File: config.mk
export PLATFORM = sky130hd
export DESIGN_NAME = wav_header_parser_top
export DESIGN_NICKNAME = d
export VERILOG_FILES = /design/src/whp_pkg.sv /design/src/wav_header_parser_top.sv /design/src/whp_front.sv /design/src/whp_fifo.sv
export SDC_FILE = /design/constraint.sdc
export NUM_CORES = 1
export LEC_CHECK = 0
export BUFFER_PORTS_ARGS = -buffer_cell sky130_fd_sc_hd__buf_4
export CAP_MARGIN = 20
export CORE_UTILIZATION = 53
export DETAILED_ROUTE_END_ITERATION = 8
export PLACE_DENSITY = 0.72
export SLEW_MARGIN = 20
export SYNTH_ARGS = -nofsm -noshare
export SYNTH_HDL_FRONTEND = slang
export SYNTH_HIERARCHICAL = 1
export SYNTH_SLANG_ARGS = --single-unit
File: constraint.sdc
create_clock -name clk -period 8.5 [get_ports clk]
set_clock_uncertainty 0.2 [all_clocks]
set_input_delay 0.425 -clock clk [delete_from_list [all_inputs] [get_ports clk]]
set_output_delay 0.425 -clock clk [all_outputs]
set_load 0.02 [all_outputs]
File: src/whp_pkg.sv
// whp_pkg: shared types and constants for the wav header parser
// result record, result kinds, error codes and riff tag values
// no dependencies
package whp_pkg;

  localparam int unsigned QueueDepthDefault = 2;
  localparam logic [31:0] DefaultRateReset = 32'd44100;

  localparam logic [31:0] TAG_RIFF = 32'h4646_4952;
  localparam logic [31:0] TAG_FMT  = 32'h2074_6d66;
  localparam logic [31:0] TAG_DATA = 32'h6174_6164;

  localparam logic [1:0] KIND_FORMAT  = 2'd0;
  localparam logic [1:0] KIND_PAYLOAD = 2'd1;
  localparam logic [1:0] KIND_ERROR   = 2'd2;

  localparam logic [2:0] ERR_NOT_RIFF  = 3'd0;
  localparam logic [2:0] ERR_NON_PCM   = 3'd1;
  localparam logic [2:0] ERR_CHANNELS  = 3'd2;
  localparam logic [2:0] ERR_BITS      = 3'd3;
  localparam logic [2:0] ERR_EARLY_END = 3'd4;

  typedef struct packed {
    logic [1:0]  kind;
    logic        stereo;
    logic        eight_bit;
    logic [31:0] sample_rate;
    logic [31:0] sample_count;
    logic [1:0]  skip_left;
    logic [1:0]  skip_right;
    logic [7:0]  payload_byte;
    logic        last;
    logic [2:0]  error_code;
  } result_t;

endpackage

File: src/wav_header_parser_top.sv
// wav_header_parser_top: riff/wav pcm header parser with streaming channels
// usage:
//   in_*  : one file byte per transfer, in_tdata = in_byte, in_tlast = end of file
//   out_* : result records; out_tuser = kind (0 format, 1 payload, 2 error),
//           out_tlast = last payload byte, or payload byte at end of file
//   cfg_* : write of the default sample rate, always ready, take it while idle
// a byte is parsed in the cycle it is taken; its result, if any, is written to
// a small queue and shows on out_* once it reaches the head of the queue
// throughput is one byte per cycle, sustained while the receiver keeps up;
// the queue depth (QUEUE_DEPTH, default 2) sets how many results can wait
// when out_tready is low in_tready drops once the queue is full, and no
// result is lost or repeated; the parser state holds while no byte arrives
// reset (rst_n low, synchronous) empties the queue, rearms the parser to
// expect a riff tag and loads the default rate with 44100
// after an error or after the payload, bytes are dropped up to end of file
// depends on whp_pkg, whp_front, whp_fifo
module wav_header_parser_top #(
  parameter int unsigned QUEUE_DEPTH = whp_pkg::QueueDepthDefault
) (
  input  logic        clk,
  input  logic        rst_n,
  input  logic        in_tvalid,
  output logic        in_tready,
  input  logic [7:0]  in_tdata,   // [7:0] in_byte
  input  logic        in_tlast,
  output logic        out_tvalid,
  input  logic        out_tready,
  // [0] stereo, [1] eight_bit, [33:2] sample_rate, [65:34] sample_count,
  // [67:66] skip_left, [69:68] skip_right, [77:70] payload_byte,
  // [80:78] error_code, [87:81] zero
  output logic [87:0] out_tdata,
  output logic [1:0]  out_tuser,  // [1:0] kind
  output logic        out_tlast,
  input  logic        cfg_valid,
  output logic        cfg_ready,
  input  logic [31:0] cfg_data
);
  import whp_pkg::*;

  logic    byte_accept;
  logic    res_valid;
  result_t res;
  logic    q_full;
  result_t head;

  assign in_tready   = !q_full;
  assign byte_accept = in_tvalid && in_tready;
  assign cfg_ready   = 1'b1;

  whp_front u_front (
    .clk         (clk),
    .rst_n       (rst_n),
    .byte_accept (byte_accept),
    .in_byte     (in_tdata),
    .end_of_file (in_tlast),
    .cfg_write   (cfg_valid),
    .cfg_rate    (cfg_data),
    .res_valid   (res_valid),
    .res         (res)
  );

  whp_fifo #(.DEPTH(QUEUE_DEPTH)) u_fifo (
    .clk        (clk),
    .rst_n      (rst_n),
    .push       (byte_accept && res_valid),
    .push_data  (res),
    .full       (q_full),
    .head_valid (out_tvalid),
    .pop        (out_tready),
    .head       (head)
  );

  assign out_tdata = {7'd0, head.error_code, head.payload_byte, head.skip_right,
                      head.skip_left, head.sample_count, head.sample_rate,
                      head.eight_bit, head.stereo};
  assign out_tuser = head.kind;
  assign out_tlast = head.last;

endmodule

File: src/whp_front.sv
// whp_front: byte-serial riff/wav parser, one byte per accepted transfer
// classifies each byte and issues at most one result record per byte
// depends on whp_pkg
module whp_front (
  input  logic              clk,
  input  logic              rst_n,
  input  logic              byte_accept,
  input  logic [7:0]        in_byte,
  input  logic              end_of_file,
  input  logic              cfg_write,
  input  logic [31:0]       cfg_rate,
  output logic              res_valid,
  output whp_pkg::result_t  res
);
  import whp_pkg::*;

  typedef enum logic [3:0] {
    PH_RIFF, PH_SKIP8, PH_FIRST_HDR, PH_FMT, PH_HDR,
    PH_SKIP, PH_PAYLOAD, PH_DONE, PH_FAILED
  } phase_t;

  typedef struct packed {
    logic       stereo;
    logic       eight_bit;
    logic [1:0] skip_left;
    logic [1:0] skip_right;
    logic       fmt_seen;
  } flags_t;

  phase_t      phase_r, phase_nxt;
  logic [3:0]  idx_r, idx_nxt;
  logic [31:0] word_r, word_nxt;
  logic [31:0] tag_r, tag_nxt;
  logic [31:0] remain_r, remain_nxt;
  logic [15:0] fmt_tag_r, fmt_tag_nxt;
  logic [15:0] chans_r, chans_nxt;
  logic [31:0] rate_r, rate_nxt;
  flags_t      flags_r, flags_nxt;
  logic [31:0] default_rate_r;
  logic [31:0] size;
  logic [31:0] cnt;
  logic [15:0] bits;
  flags_t      judged;
  logic        bad_chans;

  always_comb begin
    phase_nxt  = phase_r;
    idx_nxt    = idx_r;
    tag_nxt    = tag_r;
    remain_nxt = remain_r;
    fmt_tag_nxt = fmt_tag_r;
    chans_nxt  = chans_r;
    rate_nxt   = rate_r;
    flags_nxt  = flags_r;
    res_valid  = 1'b0;
    res        = '0;
    word_nxt   = {in_byte, word_r[31:8]};
    size       = word_nxt;
    bits       = word_nxt[31:16];
    cnt        = size >> ({1'b0, flags_r.stereo} + {1'b0, ~flags_r.eight_bit});

    judged          = '0;
    judged.fmt_seen = 1'b1;
    bad_chans       = 1'b0;
    case (chans_r)
      16'd1: ;
      16'd2: judged.stereo = 1'b1;
      16'd3: begin
        judged.stereo = 1'b1;
        judged.skip_right = 2'd1;
      end
      16'd4: begin
        judged.stereo = 1'b1;
        judged.skip_right = 2'd2;
      end
      16'd6: begin
        judged.stereo = 1'b1;
        judged.skip_left = 2'd3;
        judged.skip_right = 2'd1;
      end
      default: bad_chans = 1'b1;
    endcase
    judged.eight_bit = (bits <= 16'd8);

    case (phase_r)
      PH_RIFF: begin
        idx_nxt = idx_r + 4'd1;
        if (idx_r == 4'd3) begin
          idx_nxt = '0;
          if (word_nxt != TAG_RIFF) begin
            res_valid = 1'b1;
            res.kind = KIND_ERROR;
            res.error_code = ERR_NOT_RIFF;
            phase_nxt = PH_FAILED;
          end else begin
            phase_nxt = PH_SKIP8;
          end
        end
      end
      PH_SKIP8: begin
        idx_nxt = idx_r + 4'd1;
        if (idx_r == 4'd7) begin
          idx_nxt = '0;
          phase_nxt = PH_FIRST_HDR;
        end
      end
      PH_FIRST_HDR, PH_HDR: begin
        if (idx_r == 4'd3) tag_nxt = word_nxt;
        idx_nxt = idx_r + 4'd1;
        if (idx_r == 4'd7) begin
          idx_nxt = '0;
          if (phase_r == PH_FIRST_HDR && tag_r == TAG_FMT && size == 32'd16) begin
            phase_nxt = PH_FMT;
          end else if (tag_r == TAG_DATA) begin
            res_valid = 1'b1;
            res.kind = KIND_FORMAT;
            res.stereo = flags_r.stereo;
            res.eight_bit = flags_r.eight_bit;
            res.sample_rate = flags_r.fmt_seen ? rate_r : default_rate_r;
            res.sample_count = cnt;
            res.skip_left = flags_r.skip_left;
            res.skip_right = flags_r.skip_right;
            remain_nxt = size;
            phase_nxt = (size == '0) ? PH_DONE : PH_PAYLOAD;
          end else begin
            remain_nxt = size;
            phase_nxt = (size == '0) ? PH_HDR : PH_SKIP;
          end
        end
      end
      PH_FMT: begin
        if (idx_r == 4'd1) fmt_tag_nxt = word_nxt[31:16];
        if (idx_r == 4'd3) chans_nxt = word_nxt[31:16];
        if (idx_r == 4'd7) rate_nxt = word_nxt;
        idx_nxt = idx_r + 4'd1;
        if (idx_r == 4'd15) begin
          idx_nxt = '0;
          phase_nxt = PH_HDR;
          if (fmt_tag_r != 16'd1) begin
            res_valid = 1'b1;
            res.kind = KIND_ERROR;
            res.error_code = ERR_NON_PCM;
            phase_nxt = PH_FAILED;
          end else if (bad_chans) begin
            res_valid = 1'b1;
            res.kind = KIND_ERROR;
            res.error_code = ERR_CHANNELS;
            phase_nxt = PH_FAILED;
          end else if (bits > 16'd16) begin
            res_valid = 1'b1;
            res.kind = KIND_ERROR;
            res.error_code = ERR_BITS;
            phase_nxt = PH_FAILED;
          end else begin
            flags_nxt = judged;
          end
        end
      end
      PH_SKIP: begin
        remain_nxt = remain_r - 32'd1;
        if (remain_nxt == '0) phase_nxt = PH_HDR;
      end
      PH_PAYLOAD: begin
        remain_nxt = remain_r - 32'd1;
        res_valid = 1'b1;
        res.kind = KIND_PAYLOAD;
        res.payload_byte = in_byte;
        res.last = (remain_nxt == '0) || end_of_file;
        if (remain_nxt == '0) phase_nxt = PH_DONE;
      end
      default: ;
    endcase

    if (end_of_file) begin
      if (!res_valid && (phase_nxt == PH_RIFF || phase_nxt == PH_SKIP8 ||
          phase_nxt == PH_FIRST_HDR || phase_nxt == PH_FMT ||
          phase_nxt == PH_HDR || phase_nxt == PH_SKIP)) begin
        res_valid = 1'b1;
        res.kind = KIND_ERROR;
        res.error_code = ERR_EARLY_END;
      end
      phase_nxt   = PH_RIFF;
      idx_nxt     = '0;
      word_nxt    = '0;
      tag_nxt     = '0;
      remain_nxt  = '0;
      fmt_tag_nxt = '0;
      chans_nxt   = '0;
      rate_nxt    = '0;
      flags_nxt   = '0;
    end
  end

  always_ff @(posedge clk) begin
    if (!rst_n) begin
      phase_r  <= PH_RIFF;
      idx_r    <= '0;
      word_r   <= '0;
      tag_r    <= '0;
      remain_r <= '0;
      fmt_tag_r <= '0;
      chans_r  <= '0;
      rate_r   <= '0;
      flags_r  <= '0;
      default_rate_r <= DefaultRateReset;
    end else begin
      if (cfg_write) default_rate_r <= cfg_rate;
      if (byte_accept) begin
        phase_r  <= phase_nxt;
        idx_r    <= idx_nxt;
        word_r   <= word_nxt;
        tag_r    <= tag_nxt;
        remain_r <= remain_nxt;
        fmt_tag_r <= fmt_tag_nxt;
        chans_r  <= chans_nxt;
        rate_r   <= rate_nxt;
        flags_r  <= flags_nxt;
      end
    end
  end

`ifndef SYNTHESIS
  a_payload_has_room: assert property (@(posedge clk) disable iff (!rst_n)
    (phase_r == PH_PAYLOAD) |-> (remain_r != '0))
    else $error("payload phase with no bytes left");
  a_index_bound: assert property (@(posedge clk) disable iff (!rst_n)
    (phase_r != PH_FMT) |-> (idx_r <= 4'd7))
    else $error("byte index out of range outside fmt body");
  a_eof_rearms: assert property (@(posedge clk) disable iff (!rst_n)
    (byte_accept && end_of_file) |=> (phase_r == PH_RIFF && idx_r == '0))
    else $error("parser did not rearm after end of file");
`endif

endmodule

File: src/whp_fifo.sv
// whp_fifo: short result queue between parser and output channel
// head entry drives the output channel directly
// depends on whp_pkg
module whp_fifo #(
  parameter int unsigned DEPTH = whp_pkg::QueueDepthDefault
) (
  input  logic              clk,
  input  logic              rst_n,
  input  logic              push,
  input  whp_pkg::result_t  push_data,
  output logic              full,
  output logic              head_valid,
  input  logic              pop,
  output whp_pkg::result_t  head
);
  import whp_pkg::*;

  localparam int unsigned PW = (DEPTH > 1) ? $clog2(DEPTH) : 1;
  localparam int unsigned CW = $clog2(DEPTH + 1);
  localparam logic [PW-1:0] LastPtr = PW'(DEPTH - 1);
  localparam logic [CW-1:0] FullCount = CW'(DEPTH);

  result_t       mem [DEPTH];
  logic [PW-1:0] wr_ptr_r, rd_ptr_r;
  logic [CW-1:0] count_r;
  logic          do_pop;

  assign full       = (count_r == FullCount);
  assign head_valid = (count_r != '0);
  assign do_pop     = pop && head_valid;
  assign head       = mem[rd_ptr_r];

  always_ff @(posedge clk) begin
    if (push) mem[wr_ptr_r] <= push_data;
  end

  always_ff @(posedge clk) begin
    if (!rst_n) begin
      wr_ptr_r <= '0;
      rd_ptr_r <= '0;
      count_r  <= '0;
    end else begin
      if (push) wr_ptr_r <= (wr_ptr_r == LastPtr) ? '0 : wr_ptr_r + PW'(1);
      if (do_pop) rd_ptr_r <= (rd_ptr_r == LastPtr) ? '0 : rd_ptr_r + PW'(1);
      if (push && !do_pop) count_r <= count_r + CW'(1);
      else if (!push && do_pop) count_r <= count_r - CW'(1);
    end
  end

`ifndef SYNTHESIS
  a_no_overflow: assert property (@(posedge clk) disable iff (!rst_n)
    push |-> !full)
    else $error("push into full queue");
  a_count_bound: assert property (@(posedge clk) disable iff (!rst_n)
    count_r <= FullCount)
    else $error("queue count beyond depth");
  a_push_shows: assert property (@(posedge clk) disable iff (!rst_n)
    push |=> head_valid)
    else $error("pushed entry not visible");
`endif

endmodule

==> key figures, run 1 <==
Outcome
  • Status: complete, no violations

Place
  • Dpl hpwl: 27900 um
  • Placer congestion estimate: around 0.9
  • Port bufs: between 100 and 150
  • Placed inst area: 0.0188 mm^2

Synth
  • Leading area contributor after synthesis: edfxtp_1
  • Top_reg_cell synth: dfxtp_1
  • Post-synthesis compound-gate area fraction: roughly 8.6%
  • Synth Area in XOR/XNOR: 1.19%
  • Synth async-reset ratio: 0%
  • Sequential-to-total area share from yosys stat: roughly half
  • Ys Warns: 6
  • Post-synthesis instance area: approximately 0.018 mm^2
  • Top post-synthesis cells by area: edfxtp_1 29%, dfxtp_1 23%, mux2i_1 7.0%
  • Post-synth EDFFs: 168
  • Simple logic cell fraction of the synthesized area: 18.5%
  • Synth Register Bits: 371
  • Largest family of logic cells by synthesized area: simple AND/OR/NAND/NOR gates
  • Synth unique cells: 75
  • Adder-Cell Fraction of Synth Area: less than 1%
  • Synth Area per Inst: ~11 um^2
  • Multiplexer share of the synthesized area: between 10% and 20%
  • Syn Inst Count: between 1500 and 2000
  • Share of the synthesized area in the top cell type: between 20 and 30%

Cells and area
  • Fill count: around 2600
  • Ant. Diodes: 0
  • Commonest non-fill, non-tap cell in the layout: dfxtp_1
  • P&R area growth vs syn: 15.4%
  • Multi-input combinational cell area: about 0.008 mm^2
  • Commonest cells after routing, fill and taps aside: 201 x dfxtp_1, 184 x nand2_1, 168 x edfxtp_1
  • NumNets Final: roughly 1700
  • Final instance area: slightly above 0.02 mm^2
  • Fraction of layout cells with a size suffix above 1: slightly above 20%
  • Register area: around 0.0091 mm^2

Global routing
  • Global-route wire length before repair: just under 70000 um
  • Initial antenna violation count: 1
  • Vias in the first global route: around 12000
  • Gr ovfl total: 0
  • Pin count of the biggest net entering global routing: 128
  • Global Route Usage Sum: about a quarter

Routing
  • Post-Route WL: between 40000 and 50000 um
  • DR pass1 iterations: 5
  • Post-route ant nets: 0
  • Drt wl/cell: approximately 20 um
  • Via density per instance: roughly 5.7
  • Initial drt markers: roughly 910
  • # DRC: 0
  • DR vias: between 10000 and 15000

Floorplan
  • Initial core utilization: 54.1%
  • I/O pin cnt: 140
  • Die area: around 0.034 mm^2
  • Core area: between 0.03 and 0.04 mm^2
  • Die Y: approximately 180 um
  • Die width: ~180 um
  • Rows: 66

STA
  • Worst slew margin: 28.0%
  • Final setup fails: 0
  • Final Hold Vio Count: 0
  • F_max: 203 MHz
  • Tightest Pin Transition: 1080 ps
  • Final slew viol count: 0
  • TNS Setup: 0 ps
  • Final Critical Period: approximately 4900 ps
  • Unrepaired setup endpoints after global routing: false
  • Period utilization: between 50% and 60%

Setup path
  • Critical path's top delay family: simple AND/OR/NAND/NOR gates
  • Largest stage delay on the critical path: roughly 790 ps
  • Worst R2R Path Depth: 10
  • Crit path required time: roughly 8500 ps
  • Crit Path Max Fanout: 57
  • Crit-path slowest cell: nor2b_4
  • Worst setup EP type: flop
  • Critical Path Source Type: flop
  • CP Buf/Inv Count: 1
  • Critical-path cell list: or4b_2, nor4_2, nand4_1, o31a_1, a211oi_1, o21ai_1, nand4b_1, and3b_1, nor2b_4, buf_4
  • Crit path DAT: approximately 4900 ps
  • WP depth: 10
  • WS Path Type: flop to flop

Clocking
  • Worst-Skew Late Latency: between 500 and 600 ps
  • Root Buffer: clkbuf_16
  • Max H-tree Level: 2
  • Hold_buf cts: 32
  • PostCTS Resize Cnt: 0
  • Clock transition at the registers of the reported paths: 60 ps
  • Max clock buf depth: 3
  • Post-CTS Setup Inserts: 0
  • TritonCTS clock tree: built
  • CTS Buf Count: 40
  • Sink Count: 371

Job
  • MaxCap Viol Count: 0

Power and ir drop
  • Leakage: ~7 nW
  • Power Dens Cells: 234 mW/mm^2
  • Worst VDD drop: 0.000136 V

Min path
  • Hold Path Stages: 3
  • Hold crit path type: input pin to flop
==> final timing paths <==
check                              end          startpoint  slack (ps)
setup reg to reg     u_fifo/mem[0][69]  u_front/phase_r[0]        3570
hold / removal    u_front/remain_r[29]         in_tdata[5]          50
setup / recovery     u_fifo/mem[0][69]  u_front/phase_r[0]        3570
hold reg to reg     u_front/flags_r[2]  u_front/flags_r[2]         260
==> synthesized netlist by cell type (10+ instances only) <==
cell,count
or3_1,13
clkbuf_1,92
and2_1,17
dfxtp_1,203
buf_6,11
or4_1,12
and3_1,34
o21ai_1,10
nor4_1,16
nor3_1,28
a21boi_1,21
a21boi_0,65
nor2_1,89
nor2b_1,135
nand3_1,10
buf_2,11
mux2i_1,123
mux2_2,84
o21ai_0,12
edfxtp_1,168
nand2_1,185
a21oi_1,33
xor2_1,11
buf_4,11
xnor2_1,13
nand4_1,19
mux4_2,28
==> report_power, final <==
part	total (mW)	leakage [nW]	switching [mW]	internal, mW
sequential	2.03	3.12	0.0606	1.97
clock	1.72	0.633	0.692	1.03
combinational	1.03	3.44	0.566	0.463
total	4.78	7.20	1.32	3.46
==> tightest hold or removal path, stage by stage <==
cell and delay, ps:
buf_4 120, a21oi_1 60, o21ai_1 130
==> flip-flops by register name, summed over array words and instances, names as in the netlist, 2 cells and up, named ones only <==
register / count
u_front/word_r: 24
u_front/remain_r: 32
u_front/idx_r: 4
u_front/default_rate_r: 32
u_front/chans_r: 16
u_front/fmt_tag_r: 16
u_front/flags_r: 6
u_fifo/count_r: 2
u_front/rate_r: 32
u_fifo/mem: 168
u_front/phase_r: 4
u_front/tag_r: 32
==> stage by stage <==
stage	util, %	total power [mW]	worst slack, ps	hold slack [ps]	cells
CTS	62.4	4.82	3530	22.6	2167
finish	62.4	4.78	3570	53.8	2168
floorplan	-	2.76	1760	226	1608
detailed placement	57.4	3.08	3390	248	2061
global placement	57.3	3.06	3580	239	2060
global route	62.4	4.97	3290	49.6	2168
==> metal layers <==
metal	up-vias	wire (um)	GRT usage, %
met4	2	1430	9.82
met3	84	2510	4.52
li1	5920	-	-
met1	6010	18600	33.6
met5	-	13	0
met2	389	20700	42.5
==> cells by family (layout without fill, tap and decap cells) <==
| kind of cell | after synthesis | in the layout |
|---|---|---|
| multiplexers | 235 | 235 |
| XOR/XNOR | 24 | 24 |
| buffers and inverters | 143 | 261 |
| AO/OA/AOI/OAI | 210 | 210 |
| other | 2 | 8 |
| adder cells (fa/ha/maj) | 6 | 6 |
| flip-flops | 371 | 371 |
| AND/OR/NAND/NOR | 611 | 611 |
==> cell type report <==
cell class / instances / area share [%]
flip-flops and latches: 371 / 44.7
multi-input cells: 1094 / 39.0
repair buffers: 177 / 7.04
clock buffers: 55 / 5.38
well taps: 442 / 2.71
clock inverters: 19 / 1.04
inverters: 10 / 0.184
No activity file was read; power rests on OpenSTA's default activity.
==> run 2: changes to the inputs <==
==> constraint.sdc (replaced) <==
create_clock -name clk -period 4.65 [get_ports clk]
set_clock_uncertainty 0.2 [all_clocks]
set_input_delay 0.2325 -clock clk [delete_from_list [all_inputs] [get_ports clk]]
set_output_delay 0.2325 -clock clk [all_outputs]
set_load 0.02 [all_outputs]
==> key figures, run 2 (synthesized netlist as in run 1, its figures left out) <==
Outcome
  • Status: complete, no violations

Place
  • Dpl hpwl: 28500 um (+2.0%)
  • Placer congestion estimate: 0.945 (+3.8%)
  • Port bufs: 131 (unchanged)
  • Worst slack at placement: 572 ps (-2820 ps)

Clocking
  • Post-CTS Setup Inserts: 0 (unchanged)
  • Clock transition at the registers of the reported paths: 60 ps (about the same)
  • Max H-tree Level: 2 (unchanged)
  • CTS Buf Count: 39 (-2.5%)
  • Sink Count: 371 (unchanged)
  • Root Buffer: clkbuf_16
  • Max clock buf depth: 3 (unchanged)
  • Worst-Skew Late Latency: 540 ps (about the same)
  • TritonCTS clock tree: built

STA
  • TNS Setup: 0 ps (unchanged)
  • Final slew viol count: 0 (unchanged)
  • Final setup fails: 0 (unchanged)
  • Period utilization: 88.6% (+31 points)
  • Final Hold Vio Count: 0 (unchanged)
  • Tightest Pin Transition: 1060 ps (-18.0 ps)
  • Worst setup margin: 531 ps (-3030 ps)
  • Final Critical Period: 4120 ps (-816 ps)
  • Unrepaired setup endpoints after global routing: false
  • Worst slew margin: 29.2% (+1.2 points)
  • F_max: 243 MHz (+20%)

Power and ir drop
  • P_sw: 2.43 mW (+84%)
  • Sequential share of power: 43.1% (+0.7 points)
  • Internal Power: 6.29 mW (+82%)
  • Logic pwr share: 21.2% (-0.3 points)
  • Worst VDD drop: 0.000280 V (+110%)
  • Clock power share: 35.7% (-0.4 points)
  • Power Dens Cells: 424 mW/mm^2 (+81%)
  • Sw Ratio: 27.8% (+0.25 points)
  • Leakage: 7.27 nW (+1.0%)

Cells and area
  • Fill count: 2620 (-0.34%)
  • Commonest non-fill, non-tap cell in the layout: dfxtp_1
  • Largest register FFs: 168 (unchanged)
  • Ant. Diodes: 0 (unchanged)
  • P&R area growth vs syn: 16.1%
  • Register area: 0.00911 mm^2 (unchanged)
  • NumNets Final: 1761 (+0.86%)
  • Most flop-heavy register: u_fifo/mem
  • Commonest cells after routing, fill and taps aside: 201 x dfxtp_1, 184 x nand2_1, 168 x edfxtp_1
  • Fraction of layout cells with a size suffix above 1: 20.9% (+0.13 points)
  • Multi-input combinational cell area: 0.00795 mm^2 (about the same)

Floorplan
  • Core area: 0.0327 mm^2 (unchanged)
  • Initial core utilization: 54.1% (unchanged)
  • I/O pin cnt: 140 (unchanged)
  • Die area: 0.0341 mm^2 (unchanged)
  • Rows: 66 (unchanged)
  • Die Y: 185 um (unchanged)
  • Die width: 185 um (unchanged)

Setup path
  • Critical Path Source Type: flop
  • WS Path Type: flop to flop
  • Crit path required time: 4670 ps (-3780 ps)
  • Crit path DAT: 4140 ps (-750 ps)
  • Crit Path Max Fanout: 44 (-23%)
  • Worst setup EP type: flop

Global routing
  • Global Route Usage Sum: 25.4% (-0.32 points)
  • Pin count of the biggest net entering global routing: 102 (-20%)
  • Gr ovfl total: 0 (unchanged)
  • Vias in the first global route: 12000 (-2.2%)
  • Initial antenna violation count: 0 (-1)
  • Global-route wire length before repair: 67400 um (-0.84%)

Routing
  • DR pass1 iterations: 6 (+1)
  • Drt wl/cell: 19.9 um (-0.15%)
  • Initial drt markers: 1197 (+31%)
  • Post-route ant nets: 0 (unchanged)
  • Via density per instance: 5.78 (+0.95%)
  • Top Layer Used: met4
  • WL met3: 2550 um (+1.5%)
  • DR vias: 12600 (+1.6%)
  • # DRC: 0 (unchanged)
  • Post-Route WL: 43400 um (+0.44%)
  • Met2 WL: 20500 um (-0.80%)
  • M1 wire length: 18900 um (+1.8%)

Min path
  • Hold crit path type: input pin to flop

Job
  • MaxCap Viol Count: 0 (unchanged)
[run 2: repair_timing]
action,CTS,global route
hold endpoints to repair,60,0
gates resized for setup,0,0
hold buffers,42,0
[run 2: power groups by stage]
stage	clock network (mW)	registers, mW	logic (mW)
floorplan	0	3.71	1.32
global placement	0	3.81	1.80
detailed placement	0	3.82	1.81
CTS	3.16	3.75	1.85
global route	3.30	3.78	1.96
finish	3.11	3.75	1.84
[run 2: routing by layer]
metal,vias up,global-route usage [%]
met3,84,3.77
met4,0,9.49
met5,-,0
met2,438,41.0
li1,5964,-
met1,6112,34.6
[run 2: worst max-delay path, cell delays in order (launching register included)]
cell and delay, ps:
dfxtp_1 470, or4b_2 690, nor4_2 160, nand4_1 170, o31a_1 320, a211oi_1 250
o21ai_1 160, nand4b_1 150, and3b_1 250, and2_4 620, buf_12 320
[run 2: final cells by class]
type	count	share of cell area (%)
Clock buffer	52	5.21
Sequential cell	371	44.4
Clock inverter	19	1.04
Tap cell	442	2.69
Inverter	10	0.183
Multi-Input combinational cell	1094	38.7
Timing Repair Buffer	193	7.75
[run 2: worst paths after layout]
| path | start | end | depth (start not counted) | slack, ps |
|---|---|---|---|---|
| worst max-delay path | u_front/phase_r[3] | u_fifo/mem[1][21] | 10 | 530 |
| worst min-delay path | in_tvalid | u_front/phase_r[3] | 4 | 50 |
| worst max register to register | u_front/phase_r[3] | u_fifo/mem[1][21] | 10 | 530 |
| worst min register to register | u_front/flags_r[3] | u_front/flags_r[3] | 2 | 250 |
[run 2: stage by stage]
step | hold WS, ps | power, mW | std cells | area, um^2 | util, %
after floorplan | 150 | 5.04 | 1608 | 17700 | -
after global placement | 236 | 5.61 | 2068 | 18800 | 57.6
after detailed placement | 245 | 5.63 | 2068 | 18800 | 57.6
after CTS | 40.3 | 8.76 | 2181 | 20500 | 62.8
after global routing | 79.2 | 9.03 | 2181 | 20500 | 62.8
final | 46.3 | 8.71 | 2181 | 20500 | 62.8
==> run 3: changes to the inputs <==
--- a/config.mk
+++ b/config.mk
@@ -7,9 +7,8 @@
 export LEC_CHECK = 0
 export BUFFER_PORTS_ARGS = -buffer_cell sky130_fd_sc_hd__buf_4
 export CAP_MARGIN = 20
-export CORE_UTILIZATION = 53
+export CORE_UTILIZATION = 45
 export DETAILED_ROUTE_END_ITERATION = 8
-export PLACE_DENSITY = 0.72
 export SLEW_MARGIN = 20
 export SYNTH_ARGS = -nofsm -noshare
 export SYNTH_HDL_FRONTEND = slang
==> key figures, run 3 (synthesized netlist as in run 1, its figures left out) <==
Outcome
  • Status: complete, no violations

Setup path
  • Reg2reg start: u_front/word_r[17]
  • Crit path required time: 4650 ps (-20 ps)
  • Worst setup EP type: flop
  • Crit Path Max Fanout: 61 (+39%)
  • R2R setup slack: 310 ps (-220 ps)
  • Crit path DAT: 4340 ps (+200 ps)
  • R2R Path End: u_fifo/mem[0][33]
  • Worst R2R Path Depth: 10 (unchanged)
  • Critical Path Source Type: flop
  • WS Path Type: flop to flop

STA
  • Final Critical Period: 4340 ps (+225 ps)
  • Period utilization: 93.4% (+4.8 points)
  • Tightest Pin Transition: 1140 ps (+76.9 ps)
  • Final slew viol count: 0 (unchanged)
  • Worst slew margin: 24.0% (-5.1 points)
  • Final setup fails: 0 (unchanged)
  • TNS Setup: 0 ps (unchanged)
  • Final Hold Vio Count: 0 (unchanged)
  • F_max: 230 MHz (-5.2%)
  • Unrepaired setup endpoints after global routing: false

Place
  • Port bufs: 131 (unchanged)
  • Dpl hpwl: 30100 um (+5.7%)
  • Placer congestion estimate: 0.841 (-11%)

Clocking
  • Max H-tree Level: 2 (unchanged)
  • CTS Buf Count: 41 (+5.1%)
  • Sink Count: 371 (unchanged)
  • Worst-Skew Late Latency: 570 ps (+30 ps)
  • Clock transition at the registers of the reported paths: 60 ps (about the same)
  • Max clock buf depth: 3 (unchanged)
  • PostCTS Resize Cnt: 0 (unchanged)
  • Root Buffer: clkbuf_16
  • TritonCTS clock tree: built

Global routing
  • Pin count of the biggest net entering global routing: 119 (+17%)
  • Initial antenna violation count: 0 (unchanged)
  • Global Route Usage Sum: 22.5% (-3.0 points)
  • Gr ovfl total: 0 (unchanged)
  • Global-route wire length before repair: 70500 um (+4.5%)
  • Vias in the first global route: 11900 (-0.27%)

Power and ir drop
  • Worst VDD drop: 0.000238 V (-15%)
  • Final Power: 8.80 mW (+1.1%)
  • Internal Power: 6.35 mW (+1.0%)
  • Logic pwr share: 20.6% (-0.6 points)
  • Sw Ratio: 27.9% (+0.029 points)
  • P_sw: 2.45 mW (+1.2%)
  • Sequential share of power: 43.0% (about the same)
  • Power Dens Cells: 425 mW/mm^2 (+0.18%)
  • Leakage: 7.31 nW (+0.55%)
  • Clock power share: 36.3% (+0.6 points)

Floorplan
  • Initial core utilization: 45.7% (-8.4 points)
  • I/O pin cnt: 140 (unchanged)
  • Die area: 0.0401 mm^2 (+18%)
  • Die width: 200 um (+8.4%)
  • Die Y: 200 um (+8.4%)
  • Rows: 72 (+9.1%)
  • Core area: 0.0387 mm^2 (+18%)

Cells and area
  • Commonest non-fill, non-tap cell in the layout: dfxtp_1
  • Fraction of layout cells with a size suffix above 1: 21.1% (+0.21 points)
  • Largest register FFs: 168 (unchanged)
  • Ant. Diodes: 0 (unchanged)
  • Fill count: 3395 (+30%)
  • Commonest cells after routing, fill and taps aside: 201 x dfxtp_1, 184 x nand2_1, 168 x edfxtp_1
  • P&R area growth vs syn: 17.1%
  • Most flop-heavy register: u_fifo/mem
  • NumNets Final: 1765 (+0.23%)

Routing
  • Initial drt markers: 953 (-20%)
  • WL met3: 2080 um (-18%)
  • M1 wire length: 21200 um (+12%)
  • DR pass1 iterations: 7 (+1)
  • DR vias: 12400 (-1.5%)
  • Met2 WL: 21400 um (+4.2%)
  • # DRC: 0 (unchanged)
  • Top Layer Used: met4
  • Post-route ant nets: 0 (unchanged)
  • Drt wl/cell: 20.2 um (+1.5%)
  • Post-Route WL: 45800 um (+5.3%)
  • Via density per instance: 5.48 (-5.1%)

Min path
  • Hold Path Stages: 3 (-1)
  • Hold crit path type: input pin to flop
  • Hold path start: cfg_valid
  • Worst Hold End: u_front/default_rate_r[13]

Job
  • MaxCap Viol Count: 0 (unchanged)
-- run 3: cell types whose count changed in the layout (fill, tap and decap cells not counted), moves of 2 or more --
cell,delta
buf_4,+2
clkbuf_1,+8
clkinv_1,-6
bufinv_16,-3
clkbuf_16,+6
clkinv_8,-2
-- run 3: per-layer routing --
metal  vias to the layer above  track usage, %
li1                       5949               -
met2                       309            35.8
met3                        62            3.45
met4                         0            7.47
met1                      6085            31.3
met5                         -               0
-- run 3: repair_timing --
action	4_1_cts	5_1_grt
hold buffers	41	0
hold endpoints to repair	56	0
setup buffers	0	0
-- run 3: cell type report --
type	count	area [um^2]	area share (%)
clock buffer	66	1260	6.08
clock inverter	9	75.1	0.363
inverter	10	37.5	0.181
multi-input combinational	1094	7960	38.4
sequential	371	9110	44.0
tap	518	648	3.13
timing repair buffer	195	1620	7.81
-- run 3: power groups by stage --
| stage | logic [mW] | clock network (mW) | registers, mW |
|---|---|---|---|
| after floorplan | 1.32 | 0 | 3.71 |
| after global placement | 1.79 | 0 | 3.85 |
| after detailed placement | 1.79 | 0 | 3.86 |
| after CTS | 1.83 | 3.28 | 3.79 |
| after global routing | 1.92 | 3.40 | 3.81 |
| final | 1.81 | 3.20 | 3.79 |
-- run 3: critical path: stages, from the launching register on --
cell and delay, ps:
dfxtp_1 380, or4_4 570, nor4_4 310, nand4_1 190, o31a_1 320, a211oi_1 280
o21ai_1 170, nand4b_1 160, and3b_1 250, nor2b_4 670, buf_12 350
-- run 3: how the worst max path moves through the flow --
stage	cells past startpoint	endpoint	slack, ps	start
3_5_place_dp	10	u_fifo/mem[0][47]	310	u_front/word_r[17]
5_1_grt	10	u_fifo/mem[0][39]	50	u_front/word_r[17]
6_report	10	u_fifo/mem[0][33]	310	u_front/word_r[17]
2_1_floorplan	10	u_fifo/mem[0][0]	490	u_front/word_r[28]
3_3_place_gp	10	u_fifo/mem[0][47]	400	u_front/word_r[17]
4_1_cts	10	u_fifo/mem[0][29]	300	u_front/word_r[17]
-- run 3: per-stage QoR --
stage / hold slack [ps] / instances / setup slack, ps / cell area (um^2) / util [%]
2_1_floorplan: 150 / 1608 / 486 / 17700 / -
3_3_place_gp: 240 / 2147 / 403 / 19000 / 48.9
3_5_place_dp: 246 / 2147 / 312 / 19000 / 48.9
4_1_cts: 44.4 / 2263 / 303 / 20700 / 53.4
5_1_grt: 83.6 / 2263 / 48.0 / 20700 / 53.5
6_report: 59.9 / 2263 / 307 / 20700 / 53.5
